$ cat src/sv/plc_pkg.sv
// Package: shared types and constants for the password lock command controller.
`timescale 1ns / 1ps
`default_nettype none
package plc_pkg;

  localparam logic [7:0] CMD_SET_PASS   = 8'hF0;
  localparam logic [7:0] CMD_CONFIRM    = 8'h0F;
  localparam logic [7:0] CMD_ALARM_ON   = 8'h8A;
  localparam logic [7:0] CMD_ALARM_OFF  = 8'hA8;
  localparam logic [7:0] CMD_DOOR_OPEN  = 8'hDB;
  localparam logic [7:0] CMD_DOOR_CLOSE = 8'hBD;

  localparam logic [15:0] RUN_TICKS_RESET = 16'd15000;

  localparam logic [1:0] PH_IDLE    = 2'd0;
  localparam logic [1:0] PH_SET     = 2'd1;
  localparam logic [1:0] PH_CONFIRM = 2'd2;

  localparam logic [1:0] DIR_FORWARD = 2'b01;
  localparam logic [1:0] DIR_REVERSE = 2'b10;

  // One result item as it leaves the core.
  typedef struct packed {
    logic motor_enable;
    logic motor_reverse;
    logic motor_forward;
    logic buzzer_on;
    logic reply_match;
    logic reply_valid;
  } plc_result_t;

endpackage
`default_nettype wire

$ cat src/sv/plc_core.sv
// Command decoder, password store and motor timer; forms the result of each accepted item.
`timescale 1ns / 1ps
`default_nettype none
module plc_core
  import plc_pkg::*;
#(
  parameter int PASS_LEN = 5
) (
  input  wire logic        clk,
  input  wire logic        rst,
  input  wire logic        accept,
  input  wire logic        is_tick,
  input  wire logic [7:0]  rx_byte,
  input  wire logic        cfg_we,
  input  wire logic [15:0] cfg_wdata,
  output plc_result_t      result
);

  localparam int IDX_W = (PASS_LEN > 1) ? $clog2(PASS_LEN) : 1;
  localparam logic [IDX_W-1:0] LAST_IDX = IDX_W'(PASS_LEN - 1);

  logic [15:0]      motor_run_ticks;
  logic [1:0]       phase, phase_next;
  logic [IDX_W-1:0] byte_index, byte_index_next;
  logic [7:0]       password_store [PASS_LEN];
  logic             mismatch_seen, mismatch_seen_next;
  logic             buzzer_level, buzzer_level_next;
  logic [1:0]       direction_lines, direction_lines_next;
  logic [15:0]      motor_ticks_left, motor_ticks_left_next;
  logic             store_we;
  logic             byte_differs;

  assign byte_differs = (password_store[byte_index] != rx_byte);

  always_comb begin
    phase_next            = phase;
    byte_index_next       = byte_index;
    mismatch_seen_next    = mismatch_seen;
    buzzer_level_next     = buzzer_level;
    direction_lines_next  = direction_lines;
    motor_ticks_left_next = motor_ticks_left;
    store_we              = 1'b0;
    result                = '0;

    if (is_tick) begin
      if (motor_ticks_left != 16'd0) begin
        motor_ticks_left_next = motor_ticks_left - 16'd1;
      end
    end else if (motor_ticks_left == 16'd0) begin
      if (phase inside {PH_SET, PH_CONFIRM}) begin
        if (phase == PH_SET) begin
          store_we = 1'b1;
        end else if (byte_differs) begin
          mismatch_seen_next = 1'b1;
        end
        if (byte_index == LAST_IDX) begin
          if (phase == PH_CONFIRM) begin
            result.reply_valid = 1'b1;
            result.reply_match = !(mismatch_seen || byte_differs);
          end
          phase_next      = PH_IDLE;
          byte_index_next = '0;
        end else begin
          byte_index_next = byte_index + IDX_W'(1);
        end
      end else begin
        // Idle, or the unused phase code: read the byte as a command.
        phase_next = PH_IDLE;
        case (rx_byte)
          CMD_SET_PASS: begin
            phase_next      = PH_SET;
            byte_index_next = '0;
          end
          CMD_CONFIRM: begin
            phase_next         = PH_CONFIRM;
            byte_index_next    = '0;
            mismatch_seen_next = 1'b0;
          end
          CMD_ALARM_ON:  buzzer_level_next = 1'b1;
          CMD_ALARM_OFF: buzzer_level_next = 1'b0;
          CMD_DOOR_OPEN: begin
            direction_lines_next  = DIR_FORWARD;
            motor_ticks_left_next = motor_run_ticks;
          end
          CMD_DOOR_CLOSE: begin
            direction_lines_next  = DIR_REVERSE;
            motor_ticks_left_next = motor_run_ticks;
          end
          default: ;
        endcase
      end
    end

    result.buzzer_on     = buzzer_level_next;
    result.motor_forward = direction_lines_next[0];
    result.motor_reverse = direction_lines_next[1];
    result.motor_enable  = (motor_ticks_left_next != 16'd0);
  end

  always_ff @(posedge clk) begin
    if (rst) begin
      motor_run_ticks <= RUN_TICKS_RESET;
    end else if (cfg_we) begin
      motor_run_ticks <= cfg_wdata;
    end
  end

  always_ff @(posedge clk) begin
    if (rst) begin
      phase            <= PH_IDLE;
      byte_index       <= '0;
      mismatch_seen    <= 1'b0;
      buzzer_level     <= 1'b0;
      direction_lines  <= 2'b00;
      motor_ticks_left <= 16'd0;
      for (int i = 0; i < PASS_LEN; i++) begin
        password_store[i] <= 8'd0;
      end
    end else if (accept) begin
      phase            <= phase_next;
      byte_index       <= byte_index_next;
      mismatch_seen    <= mismatch_seen_next;
      buzzer_level     <= buzzer_level_next;
      direction_lines  <= direction_lines_next;
      motor_ticks_left <= motor_ticks_left_next;
      if (store_we) begin
        password_store[byte_index] <= rx_byte;
      end
    end
  end

endmodule
`default_nettype wire

$ cat src/sv/password_lock_command_controller.sv
// Each accepted result is registered in main_res, or in skid_res while m_axis stalls.
// Throughput: one item per cycle; a two-entry output buffer keeps s_axis_tready high
// while one result waits, so a stall costs no input cycle until the buffer fills.
// Reset (rst, synchronous): idle phase, password store all zero, buzzer and motor off,
// run ticks back to 15000, output buffer empty.
`timescale 1ns / 1ps
`default_nettype none
module password_lock_command_controller
  import plc_pkg::*;
#(
  parameter int PASS_LEN = 5
) (
  input  wire logic        clk,
  input  wire logic        rst,
  input  wire logic        s_axis_tvalid,
  output logic             s_axis_tready,
  input  wire logic [7:0]  s_axis_tdata,  // rx_byte
  input  wire logic [0:0]  s_axis_tuser,  // command (1 = timer tick)
  output logic             m_axis_tvalid,
  input  wire logic        m_axis_tready,
  // reply_valid, reply_match, buzzer_on, motor_forward, motor_reverse, motor_enable, 2 zero
  output logic [7:0]       m_axis_tdata,
  input  wire logic        cfg_we,
  input  wire logic [15:0] cfg_wdata
);

  plc_result_t res;
  plc_result_t main_res;
  plc_result_t skid_res;
  logic        main_valid;
  logic        skid_valid;
  logic        in_fire;
  logic        out_fire;

  assign s_axis_tready = !skid_valid;
  assign in_fire       = s_axis_tvalid && s_axis_tready;
  assign out_fire      = main_valid && m_axis_tready;

  plc_core #(
    .PASS_LEN(PASS_LEN)
  ) u_core (
    .clk      (clk),
    .rst      (rst),
    .accept   (in_fire),
    .is_tick  (s_axis_tuser[0]),
    .rx_byte  (s_axis_tdata),
    .cfg_we   (cfg_we),
    .cfg_wdata(cfg_wdata),
    .result   (res)
  );

  always_ff @(posedge clk) begin
    if (rst) begin
      main_valid <= 1'b0;
      skid_valid <= 1'b0;
    end else if (skid_valid) begin
      if (out_fire) begin
        skid_valid <= 1'b0;
      end
    end else if (in_fire) begin
      if (main_valid && !out_fire) begin
        skid_valid <= 1'b1;
      end
      main_valid <= 1'b1;
    end else if (out_fire) begin
      main_valid <= 1'b0;
    end
  end

  always_ff @(posedge clk) begin
    if (skid_valid) begin
      if (out_fire) begin
        main_res <= skid_res;
      end
    end else if (in_fire) begin
      // Park the item in the skid stage while the output is stalled.
      if (main_valid && !out_fire) begin
        skid_res <= res;
      end else begin
        main_res <= res;
      end
    end
  end

  assign m_axis_tvalid = main_valid;
  assign m_axis_tdata  = {2'b00, main_res.motor_enable, main_res.motor_reverse,
                          main_res.motor_forward, main_res.buzzer_on,
                          main_res.reply_match, main_res.reply_valid};

  a_skid_needs_main: assert property (@(posedge clk) disable iff (rst)
    skid_valid |-> main_valid)
    else $error("skid stage holds an item while the output stage is empty");

  a_match_needs_reply: assert property (@(posedge clk) disable iff (rst)
    (m_axis_tvalid && m_axis_tdata[1]) |-> m_axis_tdata[0])
    else $error("reply_match set without reply_valid");

  a_one_direction: assert property (@(posedge clk) disable iff (rst)
    m_axis_tvalid |-> !(m_axis_tdata[3] && m_axis_tdata[4]))
    else $error("both motor direction lines high");

  a_stall_only_when_full: assert property (@(posedge clk) disable iff (rst)
    !s_axis_tready |-> (m_axis_tvalid && $past(m_axis_tvalid)))
    else $error("input stalled without a waiting result");

endmodule
`default_nettype wire

$ cat config.mk
export PLATFORM = sky130hd
export DESIGN_NAME = password_lock_command_controller
export DESIGN_NICKNAME = d
export VERILOG_FILES = /design/src/sv/plc_pkg.sv /design/src/sv/plc_core.sv /design/src/sv/password_lock_command_controller.sv
export SDC_FILE = /design/constraint.sdc
export NUM_CORES = 1
export LEC_CHECK = 0
export BUFFER_PORTS_ARGS = -buffer_cell sky130_fd_sc_hd__clkbuf_2
export CAP_MARGIN = 20
export CORE_MARGIN = 2
export CORE_UTILIZATION = 35
export DETAILED_ROUTE_END_ITERATION = 12
export MAX_ROUTING_LAYER = met4
export PLACE_DENSITY = 0.62
export SYNTH_ARGS = -nofsm -noshare
export SYNTH_HDL_FRONTEND = slang
export SYNTH_HIERARCHICAL = 1
export SYNTH_SLANG_ARGS = --single-unit
$ cat constraint.sdc
create_clock -name clk -period 3.5 [get_ports clk]
set_clock_uncertainty 0.05 [all_clocks]
set_input_delay 0 -clock clk [delete_from_list [all_inputs] [get_ports clk]]
set_output_delay 0 -clock clk [all_outputs]
set_load 0.02 [all_outputs]
Yosys cells after proc, flatten, opt, wreduce, memory -nomap -nowiden
Memories as Yosys holds them, arrays and structs flattened. A register that Yosys moved wholly into a read port is not among the register bits. Index checks and enable logic that the tools add are counted.

Add/sub/neg operators: 2. $mul: 0. Div/mod/pow operators: 0. Order comparisons: 0. Eq/ne operators: 15. Shift-type cells: 0. Mux-type cells: 53. Bitwise operators: 2. Reduce and logical (&&, ||, !) cells: 24.

Operators with widths (number): 2-to-1 mux 16 bit (5); equality test 8 bit, second input constant (5); nonzero test 16 bit (2); 2-to-1 mux 1 bit (24); 2-to-1 mux 6 bit (4); 2-to-1 mux 2 bit (10); 2-to-1 mux 3 bit (6); zero test 16 bit (1); subtractor 16 x 1 -> 16 bit, second input constant (1); nonzero test 2 bit (5); equality test 8 x 4 -> 1 bit, second input constant (1); 2-to-1 mux 8 bit (1); inequality test 8 bit (1); case mux 2 bit (2 select lines) (2); AND reduction 4 bit (2); OR reduction 8 bit (1); inequality test 2 bit, second input constant (3); AND reduction 3 bit (2); AND reduction 6 bit (1); inequality test 2 x 1 -> 1 bit, second input constant (2); OR reduction 2 bit (2); adder 3 x 1 -> 3 bit, second input constant (1); equality test 3 bit, second input constant (1); logical AND 1 bit (3); other kinds (7) (10).

Bits in registers: 55. Bits in latches: 0. Memory bits (writable): 40. Bits in read-only memories: 0. Input bits: 30. Memories kept: 1.

Memory list: u_core.password_store (words 5, width 8, rd ports 1, clocked after memory_dff 1, write ports 5, line plc_core.sv:25) `logic [7:0] password_store [PASS_LEN];`.

Longest topological paths before layout
Gate-level depths: netlist of the first run.

Word-level depth: 11. Depth in mapped cells: 12. Mapped depth without buffers: 10.

Hierarchy
The synthesis of the first run kept the hierarchy.

Modules (own cells, without submodules): plc_core (times used 1, cells an instance 488, area each 5481.5 µm²); password_lock_command_controller (times used 1, cells an instance 36, area each 573.0 µm²).

Worst setup path after synthesis of the first run
No wires, ideal clock.

Path type: reg-to-reg. Start point: reg u_core.motor_ticks_left[0]. End point: mem u_core.password_store[4][0], enable pin. Data arrival time: 2.776 ns. Path slack: 0.300 ns. Cell stages (with the launch flop): 10. Path buffers: 2. Period minus slack after synthesis: 3.200 ns. Path through: dfxtp_1 inv_1 ha_1 or4b_4 buf_6 nor4_4 nand3_2 or4b_1 buf_6 o21ai_1.

RTL lines: start, declared (line plc_core.sv:29) `logic [15:0] motor_ticks_left, motor_ticks_left_next;`; start signal, assigned (line plc_core.sv:125) `motor_ticks_left <= motor_ticks_left_next;`; end, declared (line plc_core.sv:25).

==> results.md, run 1 <==
- WP buf/inv: 1
- Flop-to-flop setup slack: 0.17 ns
- Cell breakdown of the critical path: inv_1 > ha_1 > or4b_4 > or4_1 > a221o_1 > a221oi_1 > and4_1 > nand3_1 > mux2_2
- Post-Synthesis Cells: 524
- Most numerous cell in the Yosys netlist: edfxtp_1
- Total wire length: 14.1 mm
- Slowest CP cell: or4_1
- Status: finished, final reports clean
- Sw frac: 28.0%
- N_diodes: 0
- Class of the worst hold path: in -> reg
- Combinational Power Share: 18.3%
- Number of global-route vias before repair: 4426
- Power per standard cell area: 530 mW/mm^2
- Yosys reg bits: 122
- Sequential-to-total area share from yosys stat: 52.9%
- Reg clk slew, reported paths: 0.05 ns
- FFs w/ async S/R, synth: 0%
- Largest area contributor in the netlist: edfxtp_1
- Endpoint class of the critical path: flip-flop
- CP arrival: 3.44 ns
- First-pass GRT wire length: 22.6 mm
- PnR worst setup slack: 0.169 ns
- Worst-Skew Late Latency: 0.42 ns
- Inst Count DP: 776
- Area growth, synth to finish: 20.9%
- Core Util, Final: between 40 and 50%
- Sink Count: 122
- Final net count: 632
- Worst Tran Pin Value: between 0.6 and 0.7 ns
- Total CTS buffers: 17
- DRT antenna net count: 0
- Fin cells: 834
- WP data required: 3.61 ns
- Vias per inst: 5.30
- Reg2reg start: u_core/motor_ticks_left[0]
- DRT iter0 DRCs: 324
- Pint: 2790 uW
- Drt drc: 0
- Last element of the critical path: m_axis_tdata[5]
- Unrepaired setup endpoints after global routing: false
- Gr usage total: between 10% and 20%
- Critical path depth: 9
- Crit path max-delay family: simple AND/OR/NAND/NOR gates
- Drt pass-1 iters: 5
- Setup WS pre-CTS: 0.192 ns
- Number of synthesized flops with an enable pin: 76
- Synth cell types: 65
- Clock share of power: approximately two fifths
- Clk root buf: clkbuf_16
- Final setup TNS: 0 ns
- Row Count: 48
- Post-Syn Area: 0.00605 mm^2
- NetSw: 1080 uW
- Worst rel slew slack: 55.7%
- Pins Over Slew Limit: 0
- Critical R2R Capture: m_axis_tdata[5]
- Mapped Avg Cell Area: 11.6 um^2
- Die height: 136 um
- Initial core utilization: 35.4%
- Die width: 136 um
- Reg2Reg Depth: 9
- Crit path max fanout: 8
- CP startpoint: u_core/motor_ticks_left[0]
- Largest net degree at the start of global routing: 39
- Leakage: 0.00270 uW
- Final Setup Violations: 0
- Core footprint: 0.0171 mm^2
- Sequential share of power: 42.8%
- RD Place Congestion: around 0.93
- Fmax: 300 MHz
- Initial antenna violation count: 0
- Ys flop type: edfxtp_1
- Synth top area cells: edfxtp_1, dfxtp_1, mux4_2
- Max-cap violations: 0
- CP Launch Type: flip-flop
- Layout cell share with drive strength beyond 1: approximately a fifth
- Final HPWL from detailed placement: 9.84 mm
- Most instantiated cells after synthesis: edfxtp_1, dfxtp_1, and2_1
- Final Hold Viols: 0
- Synth top area share: 37.7%
- DIE AREA: 0.0184 mm^2
- CTS tree: built
- Bufs on Longest Clock Path: 2
- Max IR drop VDD: 347 uV
- Final Hold Slack: 0.0779 ns
- I/O Pins: 40
- Wire length per cell: 16.9 um
- Ratio of final minimum period to clock period: 95.2%
- Synth warn: 6
- Crit Path Category: reg -> reg
- Minimum clock period: around 3.3 ns
- # port buffers: 37
- CP max stage delay: 0.60 ns
- Via Count: 4421
- # Post-CTS Setup Buffers: 0
- Global route overflow: 0
- H-tree depth: 4
stage by stage:
step	power [uW]	cell area (um^2)
2_1_floorplan	2170	6060
3_3_place_gp	2350	6540
3_5_place_dp	2360	6540
4_1_cts	3900	7320
5_1_grt	4050	7320
6_report	3880	7320
layer usage:
| layer | share of wire, % | GRT usage, % | vias to the layer above |
|---|---|---|---|
| met3 | 4.5 | 4.41 | 17 |
| met5 | 0 | - | - |
| met1 | 44 | 20.0 | 2172 |
| met2 | 50 | 27.6 | 126 |
| met4 | 1.4 | 4.63 | 0 |
| li1 | - | - | 2106 |
cells in the final DEF, fill, tap and decap left out, types with 6 or more instances in the layout:
cell type      netlist  routed
nor3_1              14      14
a311oi_1             7       7
nor2_1              37      37
nand2_1             27      27
a21oi_1             21      21
nand4_1              8       8
clkbuf_2             0      37
mux2_2               6       6
xor2_1               8       8
inv_1               15      15
dfxtp_1             46      46
clkbuf_16            0      17
edfxtp_1            76      76
o21ai_0              7       7
buf_4                4      29
mux2i_1             28      28
nand3_1             19      19
mux4_2              16      16
nor4_1              12      12
and2_1              38      38
nand2b_1             6       6
dlygate4sd3_1        0      26
ha_1                 6       6
or4_1                9       9
worst min-delay path by stage:
stage / end / slack (ns) / cells past startpoint / startpoint
floorplan: skid_valid / 0.03 / 1 / rst
global placement: u_core/motor_run_ticks[3] / 0.17 / 3 / cfg_wdata[3]
detailed placement: u_core/motor_run_ticks[13] / 0.17 / 3 / cfg_wdata[13]
CTS: u_core/motor_ticks_left[6] / 0.06 / 4 / s_axis_tuser
global route: u_core/motor_ticks_left[6] / 0.14 / 4 / s_axis_tuser
finish: u_core/motor_ticks_left[6] / 0.08 / 4 / s_axis_tuser
power by group through the flow:
stage	sequential (uW)	clock [uW]	combinational (uW)
5_1_grt	1670	1600	779
3_3_place_gp	1680	0	668
4_1_cts	1660	1540	705
6_report	1660	1510	711
2_1_floorplan	1670	0	503
3_5_place_dp	1690	0	678
what timing repair did:
item	4_1_cts	5_1_grt
hold buffers	26	0
gates resized for setup	0	0
hold endpoints to repair	42	0
area by class of cell:
class	instances	area [um^2]
fill	1606	9800
sequential	122	3200
multi-input combinational	347	2600
timing repair buffer	92	663
clock buffer	19	433
tap	225	282
clock inverter	13	80.1
inverter	16	60.1
sequential cells by signal (all words and copies together) (netlist names), named ones only:
signal and cells:
m_axis_tdata 6, m_axis_tvalid 1, skid_res 6, skid_valid 1, u_core/buzzer_level 1, u_core/byte_index 3, u_core/direction_lines 2, u_core/mismatch_seen 1
u_core/motor_run_ticks 16, u_core/motor_ticks_left 16, u_core/password_store 64, u_core/phase 2
tightest hold or removal path: cells and delay by family:
kind | cells | cell delay [ns]
and+or+nand+nor | 2 | 0.24
buffers and inverters | 1 | 0.17
AOI/OAI and AO/OA | 1 | 0.09
kinds of logic (layout without fill, tap and decap cells):
kind of cell / after synthesis / count (layout) / synth area share [%]
AOI/OAI and AO/OA: 73 / 73 / 8.22
xor gates and xnor gates: 13 / 13 / 1.88
adders and majority gates: 6 / 6 / 1.24
buffers and inverters: 56 / 140 / 4.28
DFF: 122 / 122 / 52.9
muxes: 50 / 50 / 11.7
other: 1 / 2 / 0.0619
and+or+nand+nor: 203 / 203 / 19.7
No activity file was read; power rests on OpenSTA's default activity.
==> run 2, diff against run 1 <==
--- a/config.mk
+++ b/config.mk
@@ -7,11 +7,13 @@
 export LEC_CHECK = 0
 export BUFFER_PORTS_ARGS = -buffer_cell sky130_fd_sc_hd__clkbuf_2
 export CAP_MARGIN = 20
+export CELL_PAD_IN_SITES_DETAIL_PLACEMENT = 1
+export CELL_PAD_IN_SITES_GLOBAL_PLACEMENT = 1
 export CORE_MARGIN = 2
 export CORE_UTILIZATION = 35
 export DETAILED_ROUTE_END_ITERATION = 12
 export MAX_ROUTING_LAYER = met4
-export PLACE_DENSITY = 0.62
+export PLACE_DENSITY = 0.71
 export SYNTH_ARGS = -nofsm -noshare
 export SYNTH_HDL_FRONTEND = slang
 export SYNTH_HIERARCHICAL = 1
==> results.md, run 2 (same netlist as run 1, synthesis figures left out) <==
- Status: finished, final reports clean
- Core footprint: 0.0171 mm^2 (unchanged)
- Final net count: 630 (-0.32%)
- Worst-Skew Late Latency: 0.42 ns (about the same)
- Commonest non-fill, non-tap cell in the layout: edfxtp_1
- Worst Tran Pin Value: 0.770 ns (+0.105 ns)
- Die height: 136 um (unchanged)
- Final HPWL from detailed placement: 11.2 mm (+14%)
- Class of the worst hold path: in -> reg
- Reg2Reg Depth: 9 (unchanged)
- CP Launch Type: flip-flop
- Total wire length: 16.1 mm (+14%)
- I/O Pins: 40 (unchanged)
- Drt pass-1 iters: 5 (unchanged)
- DRT antenna net count: 0 (unchanged)
- Hold Crit Depth: 1 (-3)
- DIE AREA: 0.0184 mm^2 (unchanged)
- Critical path's most frequent cell: buf_4
- Leakage: 0.00274 uW (+1.5%)
- Pins Over Slew Limit: 0 (unchanged)
- Layout cell share with drive strength beyond 1: 21.4% (+0.89 points)
- Via Count: 4540 (+2.7%)
- Initial antenna violation count: 0 (unchanged)
- Global route overflow: 0 (unchanged)
- # Post-CTS Setup Buffers: 0 (unchanged)
- Clock share of power: 42.4% (+3.5 points)
- Area growth, synth to finish: 22.3%
- DRT iter0 DRCs: 266 (-18%)
- NetSw: 1160 uW (+7.2%)
- Final Setup Violations: 0 (unchanged)
- Power per standard cell area: 566 mW/mm^2 (+6.9%)
- N_diodes: 0 (unchanged)
- Combinational Power Share: 18.0% (-0.3 points)
- Max reg flops: 64 (unchanged)
- Sw frac: 27.7% (-0.25 points)
- Sequential share of power: 39.6% (-3.2 points)
- Unrepaired setup endpoints after global routing: false
- Fmax: 301 MHz (+0.24%)
- H-tree depth: 4 (unchanged)
- RD Place Congestion: 0.870 (-6.8%)
- Clk root buf: clkbuf_16
- Pint: 3030 uW (+8.5%)
- Drt drc: 0 (unchanged)
- Vias per inst: 5.46 (+2.9%)
- Slowest CP cell: or4b_1
- Reg clk slew, reported paths: 0.06 ns (about the same)
- Top Registers: u_core/password_store: 64 flops, u_core/motor_run_ticks: 16 flops, u_core/motor_ticks_left: 16 flops
- Final Hold Viols: 0 (unchanged)
- Number of global-route vias before repair: 4878 (+10%)
- Die width: 136 um (unchanged)
- Minimum clock period: 3.32 ns (-0.00795 ns)
- Max-cap violations: 0 (unchanged)
- Largest net degree at the start of global routing: 39 (unchanged)
- Initial core utilization: 35.4% (unchanged)
- Ratio of final minimum period to clock period: 95.0% (-0.23 points)
- CP arrival: 3.40 ns (-0.04 ns)
- Wire length per cell: 19.3 um (+15%)
- Register with the most flip-flops: u_core/password_store
- Bufs on Longest Clock Path: 2 (unchanged)
- CTS tree: built
- Endpoint class of the critical path: flip-flop
- Crit Path Category: reg -> reg
- Worst rel slew slack: 48.6% (-7.0 points)
- Core Util, Final: 43.3% (+0.51 points)
- Total CTS buffers: 17 (unchanged)
- Row Count: 48 (unchanged)
- Commonest cells after routing, fill and taps aside: edfxtp_1, dfxtp_1, and2_1
- Gr usage total: 19.4% (+2.8 points)
- WP data required: 3.58 ns (-0.03 ns)
- Crit path max fanout: 8 (unchanged)
- Max IR drop VDD: 373 uV (+7.5%)
- Sink Count: 122 (unchanged)
- CP max stage delay: 0.65 ns (+0.05 ns)
- First-pass GRT wire length: 26.0 mm (+15%)
- # port buffers: 37 (unchanged)
- Cell breakdown of the critical path: inv_1 > ha_1 > or4b_4 > nor4_4 > nand3_2 > or4b_1 > buf_4 > o21ai_1 > buf_4
- Final setup TNS: 0 ns (unchanged)
run 2: cell count changes in the layout (fill, tap and decap cells not counted), sizes merged:
cell / before / now
bufinv: 0 / 3
clkinvlp: 5 / 2
buf: 29 / 27
clkbuf: 56 / 54
clkinv: 8 / 9
inv: 16 / 17
run 2: layout make-up:
cell class	count	area (um^2)
inverter	16	60.1
sequential	122	3200
timing repair buffer	90	648
tap	225	282
fill	1867	9710
clock inverter	15	174
multi-input combinational	347	2610
clock buffer	17	425
run 2: layer usage:
metal,wire length [um],track usage (%),part of all wire [%]
met5,0,-,0
met4,318,6.94,2.0
met3,621,4.45,3.9
met2,8220,33.0,51
met1,6930,22.5,43
run 2: final timing paths:
check / slack (ns) / end / startpoint
hold reg to reg: 0.45 / u_core/motor_run_ticks[9] / u_core/motor_run_ticks[9]
hold / removal: 0.02 / u_core/password_store[7][3] / s_axis_tdata[3]
setup reg to reg: 0.18 / u_core/password_store[4][1] / u_core/motor_ticks_left[0]
setup / recovery: 0.18 / u_core/password_store[4][1] / u_core/motor_ticks_left[0]
run 2: through the flow:
stage / area, um^2 / hold WS [ns] / setup slack [ns] / std cells / power [uW]
final: 7400 / 0.0155 / 0.177 / 832 / 4190
after global routing: 7400 / 0.0120 / 0.00413 / 832 / 4360
after CTS: 7390 / 0.00111 / 0.118 / 832 / 4200
after detailed placement: 6530 / 0.173 / 0.133 / 774 / 2390
after global placement: 6530 / 0.171 / 0.217 / 774 / 2370
after floorplan: 6060 / 0.0285 / 0.300 / 525 / 2170
run 2: timing repair:
| item | in CTS | in global routing |
|---|---|---|
| setup endpoints to repair | 0 | 1 |
| hold buffers | 26 | 0 |
| endpoints found under the hold margin | 47 | 0 |
| gates resized for setup | 0 | 4 |
run 2: worst max-delay path, delay by kind of cell, from the launching register on:
kind	cells	cell delay, ns
AND/OR/NAND/NOR	4	1.70
buffers and inverters	3	0.59
adder cells (fa/ha/maj)	1	0.15
AO/OA/AOI/OAI	1	0.18
flip-flops	1	0.36
run 2: power groups by stage:
stage | combinational [uW] | clock, uW | sequential, uW
floorplan | 503 | 0 | 1670
finish | 754 | 1780 | 1660
global route | 824 | 1870 | 1670
detailed placement | 699 | 0 | 1690
CTS | 729 | 1810 | 1660
global placement | 684 | 0 | 1680
